`config.mk`:
```
export PLATFORM = sky130hd
export DESIGN_NAME = checked_decimal_to_int8_flat
export DESIGN_NICKNAME = d
export VERILOG_FILES = /design/src/cdi8_pkg.sv /design/src/cdi8_in_if.sv /design/src/cdi8_out_if.sv /design/src/checked_decimal_to_int8.sv /design/src/cdi8_char_update.sv /design/src/flat_wrapper.sv
export SDC_FILE = /design/constraint.sdc
export NUM_CORES = 1
export LEC_CHECK = 0
export BUFFER_PORTS_ARGS = -buffer_cell sky130_fd_sc_hd__buf_2
export CAP_MARGIN = 25
export CORE_ASPECT_RATIO = 2
export CORE_MARGIN = 1
export CORE_UTILIZATION = 40
export DETAILED_ROUTE_END_ITERATION = 10
export HOLD_SLACK_MARGIN = 0.15
export PLACE_DENSITY = 0.63
export SYNTH_ARGS = -nofsm -noshare
export SYNTH_HDL_FRONTEND = slang
export SYNTH_HIERARCHICAL = 1
export SYNTH_SLANG_ARGS = --single-unit
```
`constraint.sdc`:
```
create_clock -name clk -period 5.83 [get_ports clk]
set_input_delay 1.166 -clock clk [delete_from_list [all_inputs] [get_ports clk]]
set_output_delay 1.166 -clock clk [all_outputs]
set_load 0.005 [all_outputs]
```
`src/cdi8_pkg.sv`:
```
// Shared types, codes and constants for the checked decimal to int8 parser.
package cdi8_pkg;

  localparam logic [7:0] CH_SPACE = 8'd32;
  localparam logic [7:0] CH_ZERO  = 8'd48;
  localparam logic [7:0] CH_NINE  = 8'd57;
  localparam logic [7:0] CH_PLUS  = 8'd43;
  localparam logic [7:0] CH_MINUS = 8'd45;

  localparam logic [7:0] LIMIT_POS = 8'd127;
  localparam logic [7:0] LIMIT_NEG = 8'd128;

  localparam logic [1:0] KEPT_MAX = 2'd3;

  typedef enum logic [1:0] {
    SIGN_NONE  = 2'd0,
    SIGN_PLUS  = 2'd1,
    SIGN_MINUS = 2'd2
  } sign_mode_t;

  typedef enum logic [1:0] {
    ST_OK      = 2'd0,
    ST_NAN     = 2'd1,
    ST_INVALID = 2'd2
  } status_t;

  // Running parse state of one string.
  typedef struct packed {
    logic [1:0] kept_count;
    sign_mode_t sign_mode;
    logic [7:0] magnitude;
    logic       leading_zero_seen;
    logic       range_error;
    logic       bad_char_seen;
  } parse_state_t;

  localparam parse_state_t PARSE_RESET = '{
    kept_count:        2'd0,
    sign_mode:         SIGN_NONE,
    magnitude:         8'd0,
    leading_zero_seen: 1'b0,
    range_error:       1'b0,
    bad_char_seen:     1'b0
  };

endpackage

```
`src/cdi8_in_if.sv`:
```
// Request channel: one character of the string, or an end mark, per request.
interface cdi8_in_if;
  logic       valid;
  logic       ready;
  logic [7:0] char_code;
  logic       char_present;
  logic       last;

  modport source (output valid, output char_code, output char_present, output last,
                  input ready);
  modport sink (input valid, input char_code, input char_present, input last,
                output ready);
endinterface

```
`src/cdi8_out_if.sv`:
```
// Result channel: parsed value and status, one per string.
interface cdi8_out_if;
  logic              valid;
  logic              ready;
  logic signed [7:0] value;
  logic [1:0]        status;

  modport source (output valid, output value, output status, input ready);
  modport sink (input valid, input value, input status, output ready);
endinterface

```
`src/checked_decimal_to_int8.sv`:
```
// Top level: streaming range-checked decimal string to signed 8-bit parser.
//
//  channel | dir | fields                          | one request is
//  --------+-----+---------------------------------+---------------------------
//  din     | in  | char_code, char_present, last   | one character or end mark
//  dout    | out | value, status                   | one parsed string
//
// Steps: a request is registered, then combinational update logic (x10 + digit
// and compare against 127/128) folds it into the parse state; a string's result
// is written to the output register when its last request leaves the input register.
// Throughput is one request per cycle while no request carrying last is stalled.
// Reset (rst, synchronous) clears the parse state and both valid flags.
// Stalls: only a request carrying last waits on a full, unaccepted result slot;
// din.ready drops only when that request is blocked in the input register.
module checked_decimal_to_int8 (
  input logic        clk,
  input logic        rst,
  cdi8_in_if.sink    din,
  cdi8_out_if.source dout
);
  import cdi8_pkg::*;

  // input register
  logic       in_q_valid;
  logic [7:0] in_q_char;
  logic       in_q_present;
  logic       in_q_last;

  // parse state of the string in progress
  parse_state_t st;
  parse_state_t st_upd;

  // result register
  logic              out_valid;
  logic signed [7:0] out_value;
  status_t           out_status;

  logic    slot_free;
  logic    adv;
  logic    din_fire;
  logic    is_nan;
  logic    is_invalid;
  status_t res_status;
  logic [7:0] res_value;

  assign slot_free = !out_valid || dout.ready;
  // the registered request is consumed unless it ends a string and the slot is full
  assign adv       = in_q_valid && (!in_q_last || slot_free);
  assign din.ready = !in_q_valid || adv;
  assign din_fire  = din.valid && din.ready;

  cdi8_char_update u_upd (
    .st           (st),
    .char_code    (in_q_char),
    .char_present (in_q_present),
    .st_next      (st_upd)
  );

  // Final classification; not-a-number wins over invalid.
  assign is_nan = (st_upd.kept_count == 2'd0) || st_upd.bad_char_seen ||
                  ((st_upd.kept_count == 2'd1) && (st_upd.sign_mode != SIGN_NONE));
  assign is_invalid = (st_upd.leading_zero_seen &&
                       ((st_upd.sign_mode != SIGN_NONE) || (st_upd.kept_count >= 2'd2))) ||
                      st_upd.range_error;

  always_comb begin
    res_value = 8'd0;
    priority if (is_nan) begin
      res_status = ST_NAN;
    end else if (is_invalid) begin
      res_status = ST_INVALID;
    end else begin
      res_status = ST_OK;
      res_value  = (st_upd.sign_mode == SIGN_MINUS) ? 8'(8'd0 - st_upd.magnitude)
                                                    : st_upd.magnitude;
    end
  end

  always_ff @(posedge clk) begin
    if (rst) begin
      in_q_valid <= 1'b0;
    end else if (din.ready) begin
      in_q_valid <= din.valid;
    end
    if (din_fire) begin
      in_q_char    <= din.char_code;
      in_q_present <= din.char_present;
      in_q_last    <= din.last;
    end
  end

  always_ff @(posedge clk) begin
    if (rst) begin
      st <= PARSE_RESET;
    end else if (adv) begin
      st <= in_q_last ? PARSE_RESET : st_upd;
    end
  end

  always_ff @(posedge clk) begin
    if (rst) begin
      out_valid <= 1'b0;
    end else if (adv && in_q_last) begin
      out_valid <= 1'b1;
    end else if (dout.ready) begin
      out_valid <= 1'b0;
    end
    if (adv && in_q_last) begin
      out_value  <= signed'(res_value);
      out_status <= res_status;
    end
  end

  assign dout.valid  = out_valid;
  assign dout.value  = out_value;
  assign dout.status = out_status;

  // error results always carry zero
  a_err_zero: assert property (@(posedge clk) disable iff (rst)
    (out_valid && (out_status != ST_OK)) |-> (out_value == 8'sd0))
    else $error("error result with nonzero value");

  // the end of a string returns the parser to its clean state
  a_clear_after_last: assert property (@(posedge clk) disable iff (rst)
    (adv && in_q_last) |=> (st == PARSE_RESET))
    else $error("parse state not cleared after end of string");

  // a blocked request stays in the input register
  a_hold_blocked: assert property (@(posedge clk) disable iff (rst)
    (in_q_valid && !adv) |=> (in_q_valid && $stable(in_q_char) && $stable(in_q_last)))
    else $error("blocked request lost");

  // nothing kept means nothing accumulated
  a_empty_state: assert property (@(posedge clk) disable iff (rst)
    (st.kept_count == 2'd0) |-> ((st.magnitude == 8'd0) && (st.sign_mode == SIGN_NONE)))
    else $error("state changed without a kept character");

  // a full, stalled result slot is never overwritten
  a_no_overwrite: assert property (@(posedge clk) disable iff (rst)
    (out_valid && !dout.ready) |-> !(adv && in_q_last))
    else $error("result overwritten while stalled");

endmodule

```
`src/cdi8_char_update.sv`:
```
// Next parse state after one character (digit accumulate, sign and error flags).
module cdi8_char_update (
  input  cdi8_pkg::parse_state_t st,
  input  logic [7:0]             char_code,
  input  logic                   char_present,
  output cdi8_pkg::parse_state_t st_next
);
  import cdi8_pkg::*;

  logic        kept;
  logic        is_digit;
  logic        is_sign;
  logic [3:0]  digit;
  logic        first_digit;
  logic [11:0] accum;
  logic [7:0]  limit;

  assign kept        = char_present && (char_code != CH_SPACE);
  assign is_digit    = (char_code >= CH_ZERO) && (char_code <= CH_NINE);
  assign is_sign     = (char_code == CH_PLUS) || (char_code == CH_MINUS);
  assign digit       = 4'(char_code - CH_ZERO);
  assign first_digit = (st.kept_count == 2'd0) ||
                       ((st.kept_count == 2'd1) && (st.sign_mode != SIGN_NONE));
  // magnitude * 10 + digit as two shifts and an add
  assign accum = {1'b0, st.magnitude, 3'b000} + {3'b000, st.magnitude, 1'b0}
               + {8'd0, digit};
  assign limit = (st.sign_mode == SIGN_MINUS) ? LIMIT_NEG : LIMIT_POS;

  always_comb begin
    st_next = st;
    if (kept) begin
      if (is_digit) begin
        if (first_digit && (digit == 4'd0)) begin
          st_next.leading_zero_seen = 1'b1;
        end
        if (!st.range_error) begin
          if (accum > {4'd0, limit}) begin
            st_next.range_error = 1'b1;
          end else begin
            st_next.magnitude = accum[7:0];
          end
        end
      end else if (is_sign && (st.kept_count == 2'd0)) begin
        st_next.sign_mode = (char_code == CH_PLUS) ? SIGN_PLUS : SIGN_MINUS;
      end else begin
        st_next.bad_char_seen = 1'b1;
      end
      if (st.kept_count != KEPT_MAX) begin
        st_next.kept_count = st.kept_count + 2'd1;
      end
    end
  end

endmodule
```
`src/flat_wrapper.sv`:
```
// flat-port wrapper written by rule: the top's interface ports become plain ports
module checked_decimal_to_int8_flat import cdi8_pkg::*;
  (clk, rst, din_valid, din_char_code, din_char_present, din_last, din_ready, dout_valid, dout_value, dout_status, dout_ready);
  cdi8_in_if din_i ();
  cdi8_out_if dout_i ();
  input logic clk;
  input logic rst;
  input wire logic [$bits(din_i.valid)-1:0] din_valid;
  input wire logic [$bits(din_i.char_code)-1:0] din_char_code;
  input wire logic [$bits(din_i.char_present)-1:0] din_char_present;
  input wire logic [$bits(din_i.last)-1:0] din_last;
  output wire logic [$bits(din_i.ready)-1:0] din_ready;
  output wire logic [$bits(dout_i.valid)-1:0] dout_valid;
  output wire logic [$bits(dout_i.value)-1:0] dout_value;
  output wire logic [$bits(dout_i.status)-1:0] dout_status;
  input wire logic [$bits(dout_i.ready)-1:0] dout_ready;
  assign din_i.valid = din_valid;
  assign din_i.char_code = din_char_code;
  assign din_i.char_present = din_char_present;
  assign din_i.last = din_last;
  assign din_ready = din_i.ready;
  assign dout_valid = dout_i.valid;
  assign dout_value = dout_i.value;
  assign dout_status = dout_i.status;
  assign dout_i.ready = dout_ready;
  checked_decimal_to_int8 u_core (.clk(clk), .rst(rst), .din(din_i), .dout(dout_i));
endmodule
```
==> results.json <==
{
  "status": "finished, final reports clean",
  "die_area_um2": 6710,
  "cpMaxStageDelayCell": "fa_1",
  "synth_xor_area_frac": 0.0172,
  "hp-class": "flop to flop",
  "n_fill_cell": 597,
  "cp.required_ns": 5.84,
  "core_um2": 6060,
  "syn_to_final_growth_pct": 14.1,
  "yosys.area.top_type": "edfxtp_1",
  "synth_nets": 307,
  "async_flop_share": 0,
  "leakage_nw": 1.17,
  "diodes": 0,
  "critPathMaxFanout": 7,
  "grt_pass1_vias": 2127,
  "grt_start_max_net_pins": 18,
  "wl_per_cell_um": 15.3,
  "post-place-ws_ns": 1.28,
  "die_x_um": 58.4,
  "hpwl_um": 4580,
  "crit_type": "flop to flop",
  "fin_setup_tns_ns": 0,
  "grt_first_pass_wirelength_um": 9450,
  "htreeDepth": 2,
  "cts_tree": "built",
  "yosys.area_share.adder": 0.134,
  "cpPeakStageDelay_ns": 0.48,
  "synthesis.yosys.warnings": 6,
  "cts_resized": 0,
  "post_route_cells_drive_above_1_share": 0.187,
  "avgSynthCellArea_um2": 9.54,
  "drv_slew": 0,
  "clk_latency_ns": 0.28,
  "synth.area.top_cells": "edfxtp_1 (24%), dfxtp_1 (13%), ha_1 (12%)",
  "cts_root_buf": "clkbuf_16",
  "post_cts_buffers": 0,
  "grt_overflow": 0,
  "cap_violations": 0,
  "cpLargestDelayFamily": "adder cells",
  "rows": 40,
  "path_clk_slew_ns": 0.06,
  "clock_path_buffers": 2,
  "synth_compound_area_frac": 0.193,
  "finalCritPeriodShare": 0.787,
  "routabilityCongestion": 0.876,
  "max_freq_mhz": 218,
  "path_buf_inv": 1,
  "total_power_uw": 607,
  "tightest_slew_ns": 0.688,
  "synth_edf_count": 20,
  "ctsHoldBuffers": 0,
  "synth_top_cell_area_share": 0.236,
  "synth_area_um2": 2550,
  "period_minus_slack_ns": 4.59,
  "initial_utilization": 0.421,
  "io-pin-count": 26,
  "drt_first_iter_violations": 27,
  "synth_seq_area_share": 0.369,
  "drt_pass1_iterations": 4,
  "fin_ws_ns": 1.24,
  "grtUsageTotal": 0.186,
  "power_density_nw_per_um2": 209,
  "arrival_ns": 4.60,
  "worstPathCellList": "fa_1 > ha_1 > a21oi_1 > nor2_1 > or2_2 > xor2_1 > ha_1 > a21oi_1 > o21ai_0 > o22ai_1 > nand4_4 > mux2_4 > inv_1 > ha_1 > nor3b_1 > or3_1 > a21oi_1",
  "synthCells": 267,
  "vdd_drop_max_uv": 202,
  "synth_top_family_by_area": "simple AND/OR/NAND/NOR gates",
  "synth.area.mux_share": 0.0580,
  "skew_ns": 0.00999,
  "portBuffers": 25,
  "wl_um": 5800,
  "cp-end-kind": "flop",
  "synth-simple-area-share": 0.194,
  "slew-limit-headroom": 0.529,
  "vias": 2092,
  "cts_made_buffers": 5,
  "synth_flop_cell": "edfxtp_1",
  "cts_sinks": 37,
  "grt_antenna_before_repair": 0,
  "finalSetupViolations": 0,
  "rsz0062_at_grt": "false",
  "die_h_um": 115,
  "ys_types": 54,
  "finalHoldViolCount": 0,
  "yosys_register_bits": 37,
  "vias_per_cell": 5.53,
  "fin_nets": 333,
  "antenna_left": 0,
  "drc": 0,
  "start_kind": "flop"
}
-- power by group --
part / total [mW] / internal, mW / switching, mW
logic: 0.0358 / 0.0139 / 0.0219
clock network: 0.284 / 0.183 / 0.101
registers: 0.287 / 0.282 / 0.00518
-- layout make-up --
type,instances,area [µm²],share of cell area
Clock buffer,7,153,0.0525
Clock inverter,1,8.76,0.00301
Inverter,15,56.3,0.0194
Multi-Input combinational cell,209,1520,0.522
Sequential cell,37,941,0.324
Tap cell,84,105,0.0362
Timing Repair Buffer,25,125,0.0430
-- worst min-delay path, cell delays in order, from the launching register on --
cell,delay [ns]
dfxtp_1,0.30
o21ai_0,0.07
a21oi_1,0.06
-- placed cells by master (no fill, tap or decap), drive strengths merged, types with 4 or more instances in the layout --
cell type	netlist	routed
nand2b	6	6
nor2	12	12
dfxtp	17	17
o21ai	25	25
nand2	27	27
nor3	6	6
nand3	7	7
or2	5	5
ha	24	24
inv	15	16
a21oi	32	32
a31oi	4	4
mux2	9	9
clkbuf	3	7
buf	3	25
nand4	4	4
edfxtp	20	20
-- cells by family after synthesis --
group                      count (synthesis)
adders and majority gates                 26
buffers and inverters                     21
AOI/OAI and AO/OA                         80
muxes                                     11
DFF                                       37
and+or+nand+nor                           87
xor gates and xnor gates                   5
-- state kept, by name, indices dropped and copies added, names as in the netlist --
| signal | count |
|---|---|
| u_core/dout.status | 2 |
| u_core/in_q_char | 8 |
| u_core/dout.value | 8 |
| u_core/in_q_present | 1 |
| u_core/in_q_last | 1 |
| u_core/st | 15 |
| u_core/dout.valid | 1 |
| u_core/in_q_valid | 1 |
-- metrics by stage --
step	hold slack, ns	instances	util	area, µm²
after floorplan	0.444	267	-	2550
after global placement	0.463	370	0.453	2750
after detailed placement	0.468	370	0.453	2750
after CTS	0.475	378	0.480	2910
after global routing	0.525	378	0.480	2910
final	0.478	378	0.480	2910
-- Yosys cell counts, types with 4 or more instances --
cell / count
nand3_1: 7
mux2_4: 7
ha_1: 24
o21ai_0: 17
nor3_1: 5
nand2b_1: 5
edfxtp_1: 20
inv_1: 15
or2_2: 4
a31oi_1: 4
nand2_1: 27
dfxtp_1: 17
nor2_1: 12
o21ai_1: 8
a21oi_1: 32
-- routing by layer --
layer / up-vias / part of all wire / global-route usage
li1: 1035 / - / -
met1: 978 / 0.34 / 0.164
met2: 54 / 0.58 / 0.368
met3: 25 / 0.027 / 0.0270
met4: 0 / 0.055 / 0.121
met5: - / 0 / 0
-- path summary, 6_finish.rpt --
| path | start | to | slack (ns) | cells after the start |
|---|---|---|---|---|
| max | u_core/st[5] | u_core/dout.value[4] | 1.24 | 17 |
| min | u_core/st[0] | u_core/st[0] | 0.48 | 2 |
| min reg2reg | u_core/st[0] | u_core/st[0] | 0.48 | 2 |
| max reg2reg | u_core/st[5] | u_core/dout.value[4] | 1.24 | 17 |
Power figures use the tool's default switching activity.
